<file path="config.mk">
export PLATFORM = sky130hd
export DESIGN_NAME = hrc_back
export DESIGN_NICKNAME = d
export VERILOG_FILES = /design/src/hrc_pkg.sv /design/src/hrc_back.sv
export SDC_FILE = /design/constraint.sdc
export NUM_CORES = 1
export LEC_CHECK = 0
export BUFFER_PORTS_ARGS = -buffer_cell sky130_fd_sc_hd__buf_2
export CAP_MARGIN = 20
export CORE_MARGIN = 3
export CORE_UTILIZATION = 35
export DETAILED_ROUTE_END_ITERATION = 8
export PLACE_DENSITY_LB_ADDON = 0.3
export SETUP_SLACK_MARGIN = 0.5
export SLEW_MARGIN = 30
export SYNTH_ARGS = -nofsm -noshare
export SYNTH_HDL_FRONTEND = slang
export SYNTH_SLANG_ARGS = --single-unit
</file>
<file path="constraint.sdc">
create_clock -name i_clk -period 7.7 [get_ports i_clk]
set_clock_uncertainty 0.2 [all_clocks]
set_input_delay 0.385 -clock i_clk [delete_from_list [all_inputs] [get_ports i_clk]]
set_output_delay 0.385 -clock i_clk [all_outputs]
set_load 0.005 [all_outputs]
</file>
<file path="src/hrc_pkg.sv">
`timescale 1ns / 1ps

package hrc_pkg;

    // Class of one character as seen by the accumulator.
    typedef enum logic [1:0] {
        TOK_DIGIT,
        TOK_BAD,
        TOK_SKIP
    } t_tok_class;

    typedef struct packed {
        t_tok_class cls;
        logic [3:0] digit;
        logic       eol;
        logic       short_line;
    } t_token;

    typedef struct packed {
        logic [1:0] status;
        logic [7:0] checksum;
        logic [7:0] byte_count;
    } t_result;

    localparam logic [1:0] ST_MATCH     = 2'd0;
    localparam logic [1:0] ST_MISMATCH  = 2'd1;
    localparam logic [1:0] ST_MALFORMED = 2'd2;

    localparam logic       FMT_INTEL_HEX = 1'b0;
    localparam logic       FMT_SRECORD   = 1'b1;

    localparam logic [1:0] SREC_TYPE_CHARS = 2'd2;

endpackage

</file>
<file path="src/hrc_back.sv">
`timescale 1ns / 1ps

module hrc_back (
    input  logic            i_clk,
    input  logic            i_rst_n,
    input  logic            i_record_format,
    input  hrc_pkg::t_token i_token,
    input  logic            i_tok_valid,
    output logic            o_tok_pop,
    input  logic            i_res_full,
    output logic            o_res_push,
    output hrc_pkg::t_result o_result
);

    import hrc_pkg::*;

    logic [7:0] r_sum, n_sum;
    logic [3:0] r_pending, n_pending;
    logic       r_phase, n_phase;
    logic       r_bad, n_bad;
    logic [7:0] r_seen, n_seen;
    logic [7:0] r_last, n_last;
    logic [7:0] expect_sum;

    // A line end needs room in the result queue; other items go straight through.
    assign o_tok_pop  = i_tok_valid && (!i_token.eol || !i_res_full);
    assign o_res_push = o_tok_pop && i_token.eol;

    always_comb begin
        n_sum     = r_sum;
        n_pending = r_pending;
        n_phase   = r_phase;
        n_bad     = r_bad;
        n_seen    = r_seen;
        n_last    = r_last;
        unique case (i_token.cls)
            TOK_SKIP: begin
            end
            TOK_DIGIT: begin
                if (!r_phase) begin
                    n_pending = i_token.digit;
                    n_phase   = 1'b1;
                end else begin
                    // The previous byte joins the sum only once a newer byte arrives.
                    if (r_seen != 8'd0) begin
                        n_sum = r_sum + r_last;
                    end
                    n_last    = {r_pending, i_token.digit};
                    n_seen    = (r_seen == 8'hFF) ? r_seen : r_seen + 8'd1;
                    n_phase   = 1'b0;
                    n_pending = 4'd0;
                end
            end
            default: begin
                n_bad = 1'b1;
            end
        endcase

        expect_sum = (i_record_format == FMT_SRECORD) ? ~n_sum : (8'd0 - n_sum);

        o_result.checksum   = expect_sum;
        o_result.byte_count = n_seen;
        if (n_bad || n_phase || (n_seen == 8'd0) || i_token.short_line) begin
            o_result.status = ST_MALFORMED;
        end else if (expect_sum == n_last) begin
            o_result.status = ST_MATCH;
        end else begin
            o_result.status = ST_MISMATCH;
        end
    end

    always_ff @(posedge i_clk) begin
        if (!i_rst_n || (o_tok_pop && i_token.eol)) begin
            r_sum     <= 8'd0;
            r_pending <= 4'd0;
            r_phase   <= 1'b0;
            r_bad     <= 1'b0;
            r_seen    <= 8'd0;
            r_last    <= 8'd0;
        end else if (o_tok_pop) begin
            r_sum     <= n_sum;
            r_pending <= n_pending;
            r_phase   <= n_phase;
            r_bad     <= n_bad;
            r_seen    <= n_seen;
            r_last    <= n_last;
        end
    end

endmodule

</file>
# After elaboration in Yosys (flattened, before gate mapping)
# Index checks and enable logic that the tools add are counted.
[word_totals] input_bits=13 output_inout_bits=20 word_cells=43 ff_bits=30
[op_classes] addsub=3 n_mux=15 bitwise_logic=1 reduce_logical=15 n_eq_ne=3
[op_table] op="$mux W8" count=9
[op_table] op="$add A8 B1 Y8 const B" count=1
[op_table] op="$add A8 B8 Y8" count=1
[op_table] op="$eq A8 B8 Y1" count=1
[op_table] op="$eq A8 B8 Y1 const B" count=1
[op_table] op="$logic_not A8 Y1" count=1
[op_table] op="$not A8 Y8" count=1
[op_table] op="$reduce_bool A8 Y1" count=1
[op_table] op="$sub A1 B8 Y8 const A" count=1
[op_table] op="$logic_or A1 B1 Y1" count=5
[op_table] op="$mux W1" count=4
[op_table] op="$mux W4" count=1
[op_table] op="$logic_not A1 Y1" count=3
[op_table] op="$eq A2 B2 Y1 const B" count=1
[op_table] op="$logic_and A1 B1 Y1" count=2
[op_table] op="$logic_not A2 Y1" count=1
[op_table] op="$mux W2" count=1
[op_table] op="$reduce_and A2 Y1" count=1
[op_table] op="$reduce_or A2 Y1" count=1

# Longest topological paths before layout
[depth] word_depth=9 ltp_mapped=14

# Worst setup path after synthesis
# OpenSTA, ideal clock, no wires.
[synth_path] path_type="register -> output" startpoint="register r_seen[0]" endpoint="output o_result[16] (netlist bit)" t_arrival_ns=3.554 slack_ns=3.561 path_buffers=1 path_stages_with_launch=15 path_cell_list="dfxtp_1 inv_1 ha_1 or4b_4 o21a_1 buf_6 mux2i_1 ha_1 nand2b_1 or4_4 o41ai_4 xnor3_1 nor4_1 nand4_1 o31a_1"
[synth_rtl] item="start, declared" line="hrc_back.sv:21" text="logic [7:0] r_seen, n_seen;"
[synth_rtl] item="start signal, assigned" line="hrc_back.sv:85" text="r_seen <= n_seen;"
[synth_rtl] item="end, declared" line="hrc_back.sv:12" text="output hrc_pkg::t_result o_result"

==> run_results.csv <==
group,metric,value,unit
sta,post-route-period-util,63.6,%
global_routing,overflow,0,
die,core,6490,um^2
min_path,hold_depth,3,
setup_path,worstPathCellList,"inv_1, ha_1, or4b_4, o21a_1, mux2i_1, ha_1, nand2b_1, or4_4, o41ai_4, xnor3_1, nor4_1, nand4_1, o31a_1, buf_2",
synthesis,ys_seq_elements,30,
synthesis,synth_top_family_by_area,"simple AND/OR/NAND/NOR gates",
setup_path,critPathRequiredTime,7.11,ns
global_routing,grt_pass1_vias,2019,
clock_network,path_clk_slew,0.07,ns
synthesis,yosys_warnings,0,
global_routing,grt_max_degree,31,
route,first_pass_iters,4,
route,drtIter0Drc,136,
clock_network,cts_tree,"yes",
placed_design,hpwlAfterDp,4.52,mm
setup_path,worst-path-stages,14,
synthesis,synth_fp_nets,321,
clock_network,hold_buffers,0,
die,ios,33,
clock_network,cts_root_buf,"clkbuf_8",
sta,achievable-frequency,204,MHz
finish,layout-drive-gt1-share,17.4,%
synthesis,synth-edff-count,0,
sta,period_minus_slack,4.89,ns
setup_path,cp_common_cell,"ha_1",
route,ant_nets,0,
setup_path,critical_path_class,"flip-flop to output port",
finish,syn_to_final_growth,12.7,%
sta,setup_violations,0,
setup_path,cp-start-kind,"flip-flop",
synthesis,synth_compound_area_share,18.8,%
synthesis,synth_commonest_cells,"37 x nand2_1, 30 x dfxtp_1, 24 x a21oi_1, 23 x nor2_1, 16 x xnor2_1",
synthesis,synth_fa_ha_area_share,6.05,%
synthesis,syn_avg_cell_area,8.08,um^2
die,die_h,88.8,um
placed_design,placed_cell_area,2610,um^2
synthesis,synthFlopType,"dfxtp_1",
power,finalPower,364,uW
placed_design,numPortBuffers,32,
finish,design_area,2710,um^2
synthesis,async_flop_share,0,%
finish,final_nets,350,
setup_path,cp-end-kind,"output port",
setup_path,crit_arrival,4.31,ns
synthesis,synth.area.mux_share,6.93,%
outcome,status,"complete, no violations",
clock_network,cts.sinks,30,
clock_network,cts_resized,0,
placed_design,dp_slack,3.13,ns
setup_path,reg2reg_setup_slack,4.75,ns
route,drc,0,
setup_path,critical-path-slowest-cell,"or4b_4",
synthesis,synth_xor_area_share,12.3,%
synthesis,yosys.area_share.simple,26.7,%
sta,finalSetupTns,0,ns
min_path,hp-class,"primary input to flip-flop",
synthesis,synthDistinctLibCells,53,
clock_network,cts_buffer_depth,2,
synthesis,ys_seq_area_share,25.0,%
global_routing,grt_pass1_wl,9.85,mm
sta,setup_ws,2.81,ns
synthesis,syn_area,2400,um^2
sta,slew_viol_final,0,
sta,rsz0062_at_grt,"no",
setup_path,slowest_delay,0.47,ns
job,maxCapViolCount,0,
finish,n_antenna_cell,0,
power,peakVddDrop,99.7,uV
sta,whs,0.175,ns
sta,worstMarginPinSlew,0.757,ns
clock_network,htreeDepth,2,
sta,hold_viol_final,0,
synthesis,yosys-top-cells-area,"dfxtp_1 25%, xnor2_1 5.8%, nand2_1 5.8%, ha_1 5.2%, a21oi_1 5.0%",
route,vias,2208,
die,rows,29,
route,viasPerCell,5.47,
synthesis,yosysMostFrequentCell,"nand2_1",
synthesis,yosysTopAreaCellShare,25.0,%
die,start_util,36.9,%
power,p_per_area,134,nW/um^2
setup_path,reg2reg_depth,7,
die,dieWidth,88.8,um
clock_network,cts_buffers,5,
global_routing,antenna_found_initial,0,
clock_network,cts_post_setup_buffers_inserted,0,
synthesis,syn_inst,297,
setup_path,crit_family,"simple AND/OR/NAND/NOR gates",
setup_path,path_buf_inv,2,
setup_path,critPathMaxFanout,9,
route,wl_per_cell,14.6,um
power,p_leak,1.07,nW
global_routing,grt.total_usage,15.9,%
placed_design,gp_congestion,0.861,
die,die_area,7890,um^2
clock_network,worstSkewPairLatency,0.27,ns
route,routed_wirelength,5.89,mm
sta,relSlewSlack,48.2,%
synthesis,post-synth-top-area-cell,"dfxtp_1",
per-layer routing:
metal	vias to the layer above	GRT usage (%)	part of all wire (%)
met2	41	24.8	44
met5	-	0	0
met1	1022	22.5	51
li1	1139	-	-
met4	0	3.98	1.2
met3	6	2.98	4.1
worst reg2reg max path, cell delays in order, from the launching register on:
cell       delay, ns
dfxtp_1         0.36
ha_1            0.26
fa_1            0.42
a211oi_1        0.32
o21ai_0         0.16
a2111oi_0       0.72
nor3b_2         0.20
a211oi_1        0.25
stage by stage:
step	utilization, %	instances
after detailed placement	40.2	396
after global routing	41.6	404
after CTS	41.6	404
after floorplan	-	297
final	41.6	404
after global placement	40.2	396
cell usage in the layout (no fill, tap or decap), drive strengths merged, types with 3 or more instances in the layout:
cell / count
a211oi: 7
a21o: 3
a21oi: 24
and2: 4
and3: 6
buf: 35
clkbuf: 7
dfxtp: 30
ha: 10
inv: 8
mux2: 5
mux2i: 11
nand2: 37
nand2b: 4
nand3: 14
nand4: 4
nor2: 23
nor3: 8
nor3b: 7
nor4: 3
o21ai: 9
o31ai: 3
or3: 4
or4: 3
or4b: 3
xnor2: 16
xnor3: 3
xor2: 10
report_power, final:
| part | leakage, nW | total, mW | switching [mW] | internal (mW) |
|---|---|---|---|---|
| clock | 0.0482 | 0.130 | 0.0581 | 0.0720 |
| sequential | 0.243 | 0.162 | 0.00344 | 0.158 |
| combinational | 0.783 | 0.0718 | 0.0377 | 0.0340 |
layout make-up:
cell class / count / area (um^2)
Fill cell: 657 / 3790
Multi-Input combinational cell: 246 / 1700
Sequential cell: 30 / 601
Timing Repair Buffer: 35 / 183
Tap cell: 77 / 96.3
Clock buffer: 7 / 86.3
Inverter: 8 / 30.0
Clock inverter: 1 / 5.00
kinds of logic (layout without fill, tap and decap cells):
group / after synthesis / after routing
buffers and inverters: 21 / 51
adders and majority gates: 11 / 11
DFF: 30 / 30
xor gates and xnor gates: 29 / 29
and+or+nand+nor: 124 / 124
AOI/OAI and AO/OA: 66 / 66
muxes: 16 / 16
worst paths after layout:
path / from / endpoint
max: r_seen[0]$_SDFFE_PP0P_ / o_result[16]
min: i_token[4] / r_last[2]$_SDFFE_PP0P_
max reg2reg: r_sum[0]$_SDFFE_PP0P_ / r_sum[6]$_SDFFE_PP0P_
min reg2reg: r_bad$_SDFFE_PP0P_ / r_bad$_SDFFE_PP0P_
registers in the layout (all words and copies together), names as in the netlist:
register,cells
r_last,8
r_seen,8
r_sum,8
r_pending,4
r_bad,1
r_phase,1
Note: power is estimated with default switching activity, not from simulation.
